--- config.mk ---
export PLATFORM = sky130hd
export DESIGN_NAME = ssdf_mul
export DESIGN_NICKNAME = d
export VERILOG_FILES = /design/src/rtl/core/suspension_spring_damper_force_macros.svh /design/src/rtl/core/ssdf_pkg.sv /design/src/rtl/core/ssdf_mul.sv
export SDC_FILE = /design/constraint.sdc
export NUM_CORES = 2
export LEC_CHECK = 0
export BUFFER_PORTS_ARGS = -buffer_cell sky130_fd_sc_hd__buf_2
export CORE_MARGIN = 1
export CORE_UTILIZATION = 45
export DETAILED_ROUTE_END_ITERATION = 8
export SYNTH_ARGS = -nofsm -noshare
export SYNTH_HDL_FRONTEND = slang
export SYNTH_SLANG_ARGS = --single-unit
--- constraint.sdc ---
create_clock -name clk -period 10.4 [get_ports clk]
set_clock_uncertainty 0.1 [all_clocks]
set_input_delay 1.56 -clock clk [delete_from_list [all_inputs] [get_ports clk]]
set_output_delay 1.56 -clock clk [all_outputs]
set_load 0.01 [all_outputs]
--- src/rtl/core/suspension_spring_damper_force_macros.svh ---
// Assertion macros shared by the spring and damper force block
`ifndef SUSPENSION_SPRING_DAMPER_FORCE_MACROS_SVH
`define SUSPENSION_SPRING_DAMPER_FORCE_MACROS_SVH

// Check a condition in the same cycle as its trigger
`define SSDF_ASSERT_NOW(label, trig, cond, msg) \
  label: assert property (@(posedge clk) disable iff (!rst_n) (trig) |-> (cond)) \
    else $error(msg);

// Check a condition in the cycle after its trigger
`define SSDF_ASSERT_NEXT(label, trig, cond, msg) \
  label: assert property (@(posedge clk) disable iff (!rst_n) (trig) |=> (cond)) \
    else $error(msg);

`endif

--- src/rtl/core/ssdf_pkg.sv ---
// Shared widths, limits, register indexes and types of the spring and damper force block
package ssdf_pkg;

  localparam int FRAC_BITS_DEF = 16;

  localparam int LEN_W     = 32;
  localparam int DT_W      = 31;
  localparam int RATE_W    = 40;
  localparam int KNEE_W    = 31;
  localparam int QUO_W     = 32;
  localparam int FORCE_W   = 48;
  localparam int CLAMP_W   = 41;
  localparam int CFG_IDX_W = 3;

  // Multiplier split: 40-bit rate times 32-bit operand as two partial products
  localparam int MUL_B_W   = 32;
  localparam int MUL_SPLIT = 24;
  localparam int PROD_W    = RATE_W + MUL_B_W;
  localparam int ACC_W     = PROD_W + 1;

  localparam longint FORCE_LIMIT_INT = 10000000;

  localparam logic signed [LEN_W-1:0]   LEN_MAX   = {1'b0, {(LEN_W-1){1'b1}}};
  localparam logic signed [LEN_W-1:0]   LEN_MIN   = {1'b1, {(LEN_W-1){1'b0}}};
  localparam logic signed [FORCE_W-1:0] FORCE_MAX = {1'b0, {(FORCE_W-1){1'b1}}};
  localparam logic signed [FORCE_W-1:0] FORCE_MIN = {1'b1, {(FORCE_W-1){1'b0}}};

  typedef enum logic [CFG_IDX_W-1:0] {
    CFG_ZERO_LENGTH,
    CFG_SPRING_RATE,
    CFG_BUMP_SLOW_RATE,
    CFG_BUMP_FAST_RATE,
    CFG_BUMP_KNEE,
    CFG_REBOUND_SLOW_RATE,
    CFG_REBOUND_FAST_RATE,
    CFG_REBOUND_KNEE
  } cfg_idx_t;

  // Sideband carried alongside the velocity divider
  typedef struct packed {
    logic signed [LEN_W-1:0] comp;
    logic                    neg;
    logic                    zero;
  } div_side_t;

endpackage

--- src/rtl/core/ssdf_mul.sv ---
// Two-stage 40 x 32 unsigned multiplier built from two narrower partial products
module ssdf_mul
  import ssdf_pkg::*;
(
  input  logic               clk,
  input  logic [RATE_W-1:0]  in_a,
  input  logic [MUL_B_W-1:0] in_b,
  output logic [PROD_W-1:0]  out_prod
);

  localparam int HI_W = RATE_W - MUL_SPLIT;

  logic [MUL_SPLIT+MUL_B_W-1:0] plo_r;
  logic [HI_W+MUL_B_W-1:0]      phi_r;
  logic [PROD_W-1:0]            prod_r;

  // Form partial products, then combine them
  always_ff @(posedge clk) begin
    plo_r  <= in_a[MUL_SPLIT-1:0] * in_b;
    phi_r  <= in_a[RATE_W-1:MUL_SPLIT] * in_b;
    prod_r <= {phi_r, {MUL_SPLIT{1'b0}}} + PROD_W'(plo_r);
  end

  assign out_prod = prod_r;

endmodule

==> flow_metrics.tcl <==
set metrics [dict create \
    max_freq_ghz 0.1160 \
    critPathMaxStageDelay_ns 0.57 \
    async_reset_ff_frac 0 \
    hold_buffers 0 \
    relSlewSlack 0.2831 \
    end_kind "flop" \
    grt_pass1_wl_microns 206700 \
    post-cts-setup-buffers 0 \
    seqCellArea_sq_um 3523 \
    regToRegSetupSlack_ns 6.91 \
    min_path_type "flop to flop" \
    worstMarginPinSlew_ns 1.075 \
    cp.buffers_inverters 5 \
    post-dp-hpwl_microns 99250 \
    clock_latency_ns 0.51 \
    start_util 0.4551 \
    critPathKind "input pin to flop" \
    grt_pass1_vias 36780 \
    crit_required_ns 10.74 \
    cts.sinks 176 \
    syn_area_per_cell_sq_um 8.965 \
    critical_path.top_delay_family "adder cells" \
    dieArea_sq_um 104300 \
    syn_nets 6656 \
    status "finished, final reports clean" \
    fin_crit_ns 8.622 \
    wl_per_cell_microns 19.60 \
    cts_tree "built" \
    ant_nets 0 \
    crit_path_max_fanout 22 \
    fin_nets 6563 \
    layout-drive-gt1-share 0.04576 \
    antenna_found_initial 7 \
    ys_types 71 \
    dr.pass1.iters 6 \
    die_w_microns 323.0 \
    synth_top_area_frac 0.4650 \
    viasPerCell 5.254 \
    multiInputGateArea_sq_um 37350 \
    post-synth-top-area-cell "fa_1" \
    fill_cells 9866 \
    setup_viol 0 \
    path_common_cell "fa_1" \
    ioPinCount 145 \
    ctsResizeCount 0 \
    totalWireLength_microns 126600 \
    cp_data_arrival_time_ns 8.96 \
    ys.flop_type "dfxtp_1" \
    area_growth_pct 4.801 \
    synth_edf_count 0 \
    drc_errors 0 \
    yosys_warnings 0 \
    drtIter0Drc 2171 \
    cap_viol_max_count 0 \
    gp_congestion 0.8961 \
    worstPathCellList "buf_2, buf_4, nand2_1, fa_1, inv_1, fa_1, fa_1, fa_1, fa_1, fa_1, inv_1, fa_1, inv_1, ha_1, and3_1, nand2_1, or2_2, nor4_1, a21oi_2, o31a_1, o41ai_2, xor2_1" \
    start_kind "input pin" \
    port_buffers 144 \
    grt_max_degree 41 \
    cts_root_buf "clkbuf_16" \
    fin_crit_sh 0.8290 \
    cts_max_level 4 \
    core.rowCount 117 \
    slowest_stage "buf_2" \
    netlist_top_cells_area "fa_1 (47%), inv_1 (9.5%), ha_1 (9.0%)" \
    coreArea_sq_um 101900 \
    die_h_microns 323.0 \
    vias 33950 \
    synth_cells 5172 \
    clk_transition_reported_paths_ns 0.09 \
    rsz0062_at_grt "no" \
    finalSetupTns_ns 0 \
    slew_viol_final 0 \
    mappedNetlistArea_sq_um 46370 \
    cts_max_path_buffers 2 \
    grt_usage 0.2588 \
    synth_most_common_cell "inv_1" \
    finalHoldViolCount 0 \
    ys_ff_latch 176 \
    overflow 0 \
    seq_area_frac_synth 0.07599 \
    synthTopCellsByCount "inv_1 (1169), fa_1 (1077), nand2_1 (799)" \
    cts_buffers 17 \
]
## flip-flops by register name, summed over array words and instances, names as in the netlist
register,count
plo_r,56
out_prod,72
phi_r,48
## metrics by stage
stage / setup WS, ns / util / instances / hold WS [ns] / instance area, sq um
2_1_floorplan: 2.497 / - / 5172 / 0.2096 / 46370
3_3_place_gp: 1.378 / 0.4707 / 6428 / 0.2104 / 47960
3_5_place_dp: 1.341 / 0.4707 / 6428 / 0.2136 / 47960
4_1_cts: 1.882 / 0.4769 / 6460 / 0.2306 / 48590
5_1_grt: 1.457 / 0.4769 / 6460 / 0.2339 / 48590
6_report: 1.778 / 0.4769 / 6461 / 0.2255 / 48590
## per-layer routing
layer / vias to the layer above / share of wire / track usage
met5: - / 0.00029 / 0
met4: 6 / 0.035 / 0.09173
met3: 215 / 0.056 / 0.03256
met2: 1050 / 0.49 / 0.4370
met1: 17700 / 0.42 / 0.3418
li1: 14980 / - / -
## worst paths after layout
check	from	end	cells after the start
max	in_b[15]	plo_r[53]	22
min	plo_r[20]	out_prod[20]	0
max reg2reg	plo_r[25]	out_prod[65]	10
min reg2reg	plo_r[20]	out_prod[20]	0
## placed cells by master (no fill, tap or decap), types with 20 or more instances in the layout
master | synthesis | layout
o21bai_1 | 27 | 27
dfxtp_1 | 176 | 176
a21o_1 | 64 | 64
ha_1 | 334 | 334
buf_2 | 5 | 144
nor2_1 | 59 | 59
o21ai_0 | 64 | 64
inv_1 | 1169 | 1169
and3_1 | 20 | 20
xnor2_1 | 91 | 91
nand4_1 | 33 | 33
nand3_1 | 30 | 30
nand2_1 | 799 | 799
and2_1 | 579 | 579
fa_1 | 1077 | 1077
a21oi_1 | 131 | 131
xor2_1 | 54 | 54
buf_4 | 1 | 36
## cells by family after synthesis
family / share of synthesized area
flip-flops: 0.07599
adder cells (fa/ha/maj): 0.5551
XOR/XNOR: 0.02739
AND/OR/NAND/NOR: 0.1664
AO/OA/AOI/OAI: 0.05654
buffers and inverters: 0.1185
## layout make-up
cell class | count | share of cell area
well taps | 1368 | 0.03523
clock inverters | 15 | 0.004146
multi-input cells | 3535 | 0.7686
flip-flops and latches | 176 | 0.07251
diodes | 1 | 0.00005150
repair buffers | 180 | 0.02039
inverters | 1169 | 0.09030
clock buffers | 17 | 0.008755
Power is not shown: default switching activity piles up to over one toggle a cycle in this logic, so the estimate is an artifact.
