File: config.mk
export PLATFORM = sky130hd
export DESIGN_NAME = ssdf_scale
export DESIGN_NICKNAME = d
export VERILOG_FILES = /design/src/rtl/core/suspension_spring_damper_force_macros.svh /design/src/rtl/core/ssdf_pkg.sv /design/src/rtl/core/ssdf_scale.sv
export SDC_FILE = /design/constraint.sdc
export NUM_CORES = 1
export LEC_CHECK = 0
export BUFFER_PORTS_ARGS = -buffer_cell sky130_fd_sc_hd__buf_2
export CAP_MARGIN = 20
export CORE_ASPECT_RATIO = 1.25
export CORE_MARGIN = 4
export CORE_UTILIZATION = 23
export DETAILED_ROUTE_END_ITERATION = 16
export GPL_TIMING_DRIVEN = 0
export PLACE_DENSITY_LB_ADDON = 0.25
export SYNTH_ARGS = -nofsm -noshare
export SYNTH_HDL_FRONTEND = slang
export SYNTH_SLANG_ARGS = --single-unit
export TNS_END_PERCENT = 30
File: constraint.sdc
create_clock -name clk -period 5.85 [get_ports clk]
set_input_delay 1.17 -clock clk [delete_from_list [all_inputs] [get_ports clk]]
set_output_delay 1.17 -clock clk [all_outputs]
set_load 0.01 [all_outputs]
File: src/rtl/core/suspension_spring_damper_force_macros.svh
// Assertion macros shared by the spring and damper force block
`ifndef SUSPENSION_SPRING_DAMPER_FORCE_MACROS_SVH
`define SUSPENSION_SPRING_DAMPER_FORCE_MACROS_SVH

// Check a condition in the same cycle as its trigger
`define SSDF_ASSERT_NOW(label, trig, cond, msg) \
  label: assert property (@(posedge clk) disable iff (!rst_n) (trig) |-> (cond)) \
    else $error(msg);

// Check a condition in the cycle after its trigger
`define SSDF_ASSERT_NEXT(label, trig, cond, msg) \
  label: assert property (@(posedge clk) disable iff (!rst_n) (trig) |=> (cond)) \
    else $error(msg);

`endif

File: src/rtl/core/ssdf_pkg.sv
// Shared widths, limits, register indexes and types of the spring and damper force block
package ssdf_pkg;

  localparam int FRAC_BITS_DEF = 16;

  localparam int LEN_W     = 32;
  localparam int DT_W      = 31;
  localparam int RATE_W    = 40;
  localparam int KNEE_W    = 31;
  localparam int QUO_W     = 32;
  localparam int FORCE_W   = 48;
  localparam int CLAMP_W   = 41;
  localparam int CFG_IDX_W = 3;

  // Multiplier split: 40-bit rate times 32-bit operand as two partial products
  localparam int MUL_B_W   = 32;
  localparam int MUL_SPLIT = 24;
  localparam int PROD_W    = RATE_W + MUL_B_W;
  localparam int ACC_W     = PROD_W + 1;

  localparam longint FORCE_LIMIT_INT = 10000000;

  localparam logic signed [LEN_W-1:0]   LEN_MAX   = {1'b0, {(LEN_W-1){1'b1}}};
  localparam logic signed [LEN_W-1:0]   LEN_MIN   = {1'b1, {(LEN_W-1){1'b0}}};
  localparam logic signed [FORCE_W-1:0] FORCE_MAX = {1'b0, {(FORCE_W-1){1'b1}}};
  localparam logic signed [FORCE_W-1:0] FORCE_MIN = {1'b1, {(FORCE_W-1){1'b0}}};

  typedef enum logic [CFG_IDX_W-1:0] {
    CFG_ZERO_LENGTH,
    CFG_SPRING_RATE,
    CFG_BUMP_SLOW_RATE,
    CFG_BUMP_FAST_RATE,
    CFG_BUMP_KNEE,
    CFG_REBOUND_SLOW_RATE,
    CFG_REBOUND_FAST_RATE,
    CFG_REBOUND_KNEE
  } cfg_idx_t;

  // Sideband carried alongside the velocity divider
  typedef struct packed {
    logic signed [LEN_W-1:0] comp;
    logic                    neg;
    logic                    zero;
  } div_side_t;

endpackage

File: src/rtl/core/ssdf_scale.sv
// Drop the fraction bits of a product magnitude, apply its sign and saturate to 48 bits
module ssdf_scale
  import ssdf_pkg::*;
#(
  parameter int FRAC_BITS = FRAC_BITS_DEF
) (
  input  logic                      clk,
  input  logic [ACC_W-1:0]          in_mag,
  input  logic                      in_neg,
  output logic signed [FORCE_W-1:0] out_force
);

  localparam int SH_W = ACC_W - FRAC_BITS;

  logic [SH_W-1:0]           sh;
  logic                      over_pos;
  logic                      over_neg;
  logic [FORCE_W-1:0]        m;
  logic signed [FORCE_W-1:0] fval_nxt;
  logic signed [FORCE_W-1:0] fval_r;

  assign sh       = in_mag[ACC_W-1:FRAC_BITS];
  assign over_pos = |sh[SH_W-1:FORCE_W-1];
  assign over_neg = (|sh[SH_W-1:FORCE_W]) || (sh[FORCE_W-1] && (|sh[FORCE_W-2:0]));

  // Limit the magnitude, the negative side reaches one step further
  always_comb begin
    if (in_neg) begin
      m        = over_neg ? $unsigned(FORCE_MIN) : sh[FORCE_W-1:0];
      fval_nxt = -$signed(m);
    end else begin
      m        = over_pos ? $unsigned(FORCE_MAX) : sh[FORCE_W-1:0];
      fval_nxt = $signed(m);
    end
  end

  always_ff @(posedge clk) begin
    fval_r <= fval_nxt;
  end

  assign out_force = fval_r;

endmodule

==> flow_summary.yaml <==
clock_tree:
  htree_levels: 2
  postCtsSetupBuffers: 0
  cts_tree: "yes"
  cts_root_buffer: "clkbuf_16"
  numCtsBuffers: 5
  clkSlewWorstSetupHoldPaths_ns: 0.06
  cts.sinks: 48
  clockBufferDepth: 2
global_routing:
  grt_first_pass_wirelength_um: 18400
  grt_overflow: 0
  grt_usage_pct: 16.7
  antenna_found_initial: 0
  grt_pass1_vias: 3363
  grt_start_max_net_pins: 13
detailed_routing:
  wl_met2_um: 5760
  drtPass1Iterations: 5
  top_layer_used: "met4"
  wl_met3_um: 927
  drc_errors: 0
  wl_per_cell_um: 18.6
  finalWirelength_um: 12100
  vias: 3458
  met1Wirelength_um: 5150
  drt_iter0_markers: 285
  postRouteAntennaNets: 0
  via_per_inst: 5.31
floorplan:
  fp-row-count: 45
  start_util_pct: 23.3
  die_w_um: 107
  die_area_um2: 14100
  core_area_um2: 12100
  dieHeight_um: 132
  pin_count: 123
synth:
  synthSimpleGateAreaFrac_pct: 34.9
  yosysUniqueCellTypes: 58
  syn_nets: 454
  yosys_warnings: 0
  synth_edf_count: 0
  ys_seq_elements: 48
  synth_xor_area_share_pct: 0.621
  synthesis.area_um2: 2820
  synth.mux.area_fraction_pct: 0
  yosysSeqAreaShare_pct: 34.0
  synth_compound_area_share_pct: 25.6
  avgSynthCellArea_um2: 7.47
  synth_top_family_by_area: "simple AND/OR/NAND/NOR gates"
  netlist_instances: 378
  ys_async_sr_fraction_pct: 0
  yosys_most_used_dff: "dfxtp_1"
  synthAdderAreaFrac_pct: 0.443
timing:
  drv_slew: 0
  fin_crit_ns: 5.49
  setup-tns-final_ns: 0
  report.final.hold_viol_count: 0
  worst_slew_margin_rel_pct: 41.4
  fmax_ghz: 0.182
  period_share_pct: 93.8
  finalWorstSetupSlack_ns: 0.364
  tightest_slew_ns: 0.875
  grt_setup_unrepaired: "false"
  setup_viol_count_final: 0
flow_run:
  maxCapViolCount: 0
final_layout:
  syn_to_final_growth_pct: 30.8
  largest_reg_flops: 48
  layout-drive-gt1-share_pct: 26.9
  layout_commonest_cell: "buf_2"
  nFillCells: 1349
  multi_input_area_um2: 1760
  final_cell_area_um2: 3690
  most-common-layout-cells: "buf_2, nor2_1, dfxtp_1"
  diodes: 0
  layout.nets: 565
  regArea_um2: 961
worst_setup_path:
  critPathLaunchType: "input port"
  path_class: "in2reg"
  arrival_ns: 5.66
  required_ns: 6.03
  cp_max_fo: 10
  endpoint_kind: "flip-flop"
placement:
  dp_hpwl_um: 9230
  gp_congestion: 0.908
  port_buffers: 104
  pre_cts_slack_ns: -0.376
  place_area_um2: 3550
power_and_ir_drop:
  sw_frac_of_total_pct: 26.9
  combPwrFrac_pct: 17.5
  power_frac_seq_pct: 46.9
  internal_power_mw: 0.547
  power.density_nw_per_um2: 203
  clockPowerShare_pct: 35.5
  p_switching_mw: 0.201
  max-vdd-ir-drop_v: 0.000103
  total_power_mw: 0.748
  leakagePower_nw: 1.41
worst_hold_path:
  holdPathStages: 2
  hold_class: "in2reg"
run_status:
  outcome: "finished clean"
==> cells by family (layout without fill, tap and decap cells) <==
kind of cell    after synthesis  in the layout
xor+xnor                      2              2
buf+inv                      30            139
fa+ha+maj                     1              1
simple gates                188            188
flops                        48             48
compound gates              109            109
==> metrics by stage <==
step,std cells,util (%),hold slack [ns]
after global placement,646,29.3,1.42
after CTS,651,30.4,1.12
after floorplan,378,-,1.26
final,651,30.5,1.12
after detailed placement,646,29.3,1.42
after global routing,651,30.5,1.14
==> synth_stat cells, drive strengths merged (4+ instances only) <==
master / number / area share (%)
a21oi: 34 / 6.0
o221ai: 4 / 1.2
and3: 4 / 0.89
o21ai: 18 / 3.2
or3: 16 / 3.7
nand2: 26 / 3.5
dfxtp: 48 / 34
nand2b: 4 / 0.89
inv: 9 / 1.2
o32ai: 4 / 1.2
clkbuf: 16 / 2.2
nor4: 14 / 3.8
or4: 7 / 2.0
nor2: 54 / 7.4
a31oi: 5 / 1.1
nand3: 16 / 2.8
o22ai: 7 / 1.6
buf: 5 / 1.0
o311ai: 7 / 2.2
nand4: 5 / 1.3
nor3: 29 / 5.3
or2: 5 / 1.1
a311oi: 7 / 2.2
==> repair_timing <==
action / 4_1_cts / 5_1_grt
gates resized for setup: 1 / 2
hold buffers: 0 / 0
endpoints found under the hold margin: 0 / 0
setup endpoints to repair: 1 / 9
==> worst max-delay path, cell delays in order <==
cell and delay [ns]:
buf_2 0.14, or3_1 0.46, or4_1 0.51, nor4_2 0.43, a31oi_4 0.25, nor2_2 0.23
buf_4 0.24, buf_4 0.21, nand2_1 0.09, ha_1 0.20, clkbuf_1 0.24, nand2_1 0.15
clkbuf_1 0.46, nor2_1 0.15, clkbuf_1 0.36, nor3_1 0.38
==> routing by layer <==
| metal | up-vias | global-route usage (%) |
|---|---|---|
| li1 | 1665 | - |
| met1 | 1616 | 21.1 |
| met2 | 160 | 27.5 |
| met3 | 17 | 3.53 |
| met4 | 0 | 6.97 |
| met5 | - | 0 |
==> path summary, 6_finish.rpt <==
kind	endpoint	slack, ns	from
hold / removal	out_force[20]	1.12	in_mag[36]
setup / recovery	out_force[46]	0.36	in_mag[34]
==> power groups by stage <==
stage	Clock [mW]	Sequential, mW	Combinational, mW
6_report	0.266	0.351	0.131
5_1_grt	0.286	0.353	0.143
4_1_cts	0.276	0.351	0.130
3_5_place_dp	0	0.358	0.129
3_3_place_gp	0	0.358	0.129
2_1_floorplan	0	0.369	0.0443
==> cell type report <==
class / instances / area share [%]
clock buffers: 5 / 3.39
multi-input cells: 300 / 47.6
flip-flops and latches: 48 / 26.0
repair buffers: 104 / 14.1
plain buffers: 21 / 2.44
well taps: 164 / 5.56
inverters: 9 / 0.915
No activity file was read; power rests on OpenSTA's default activity.
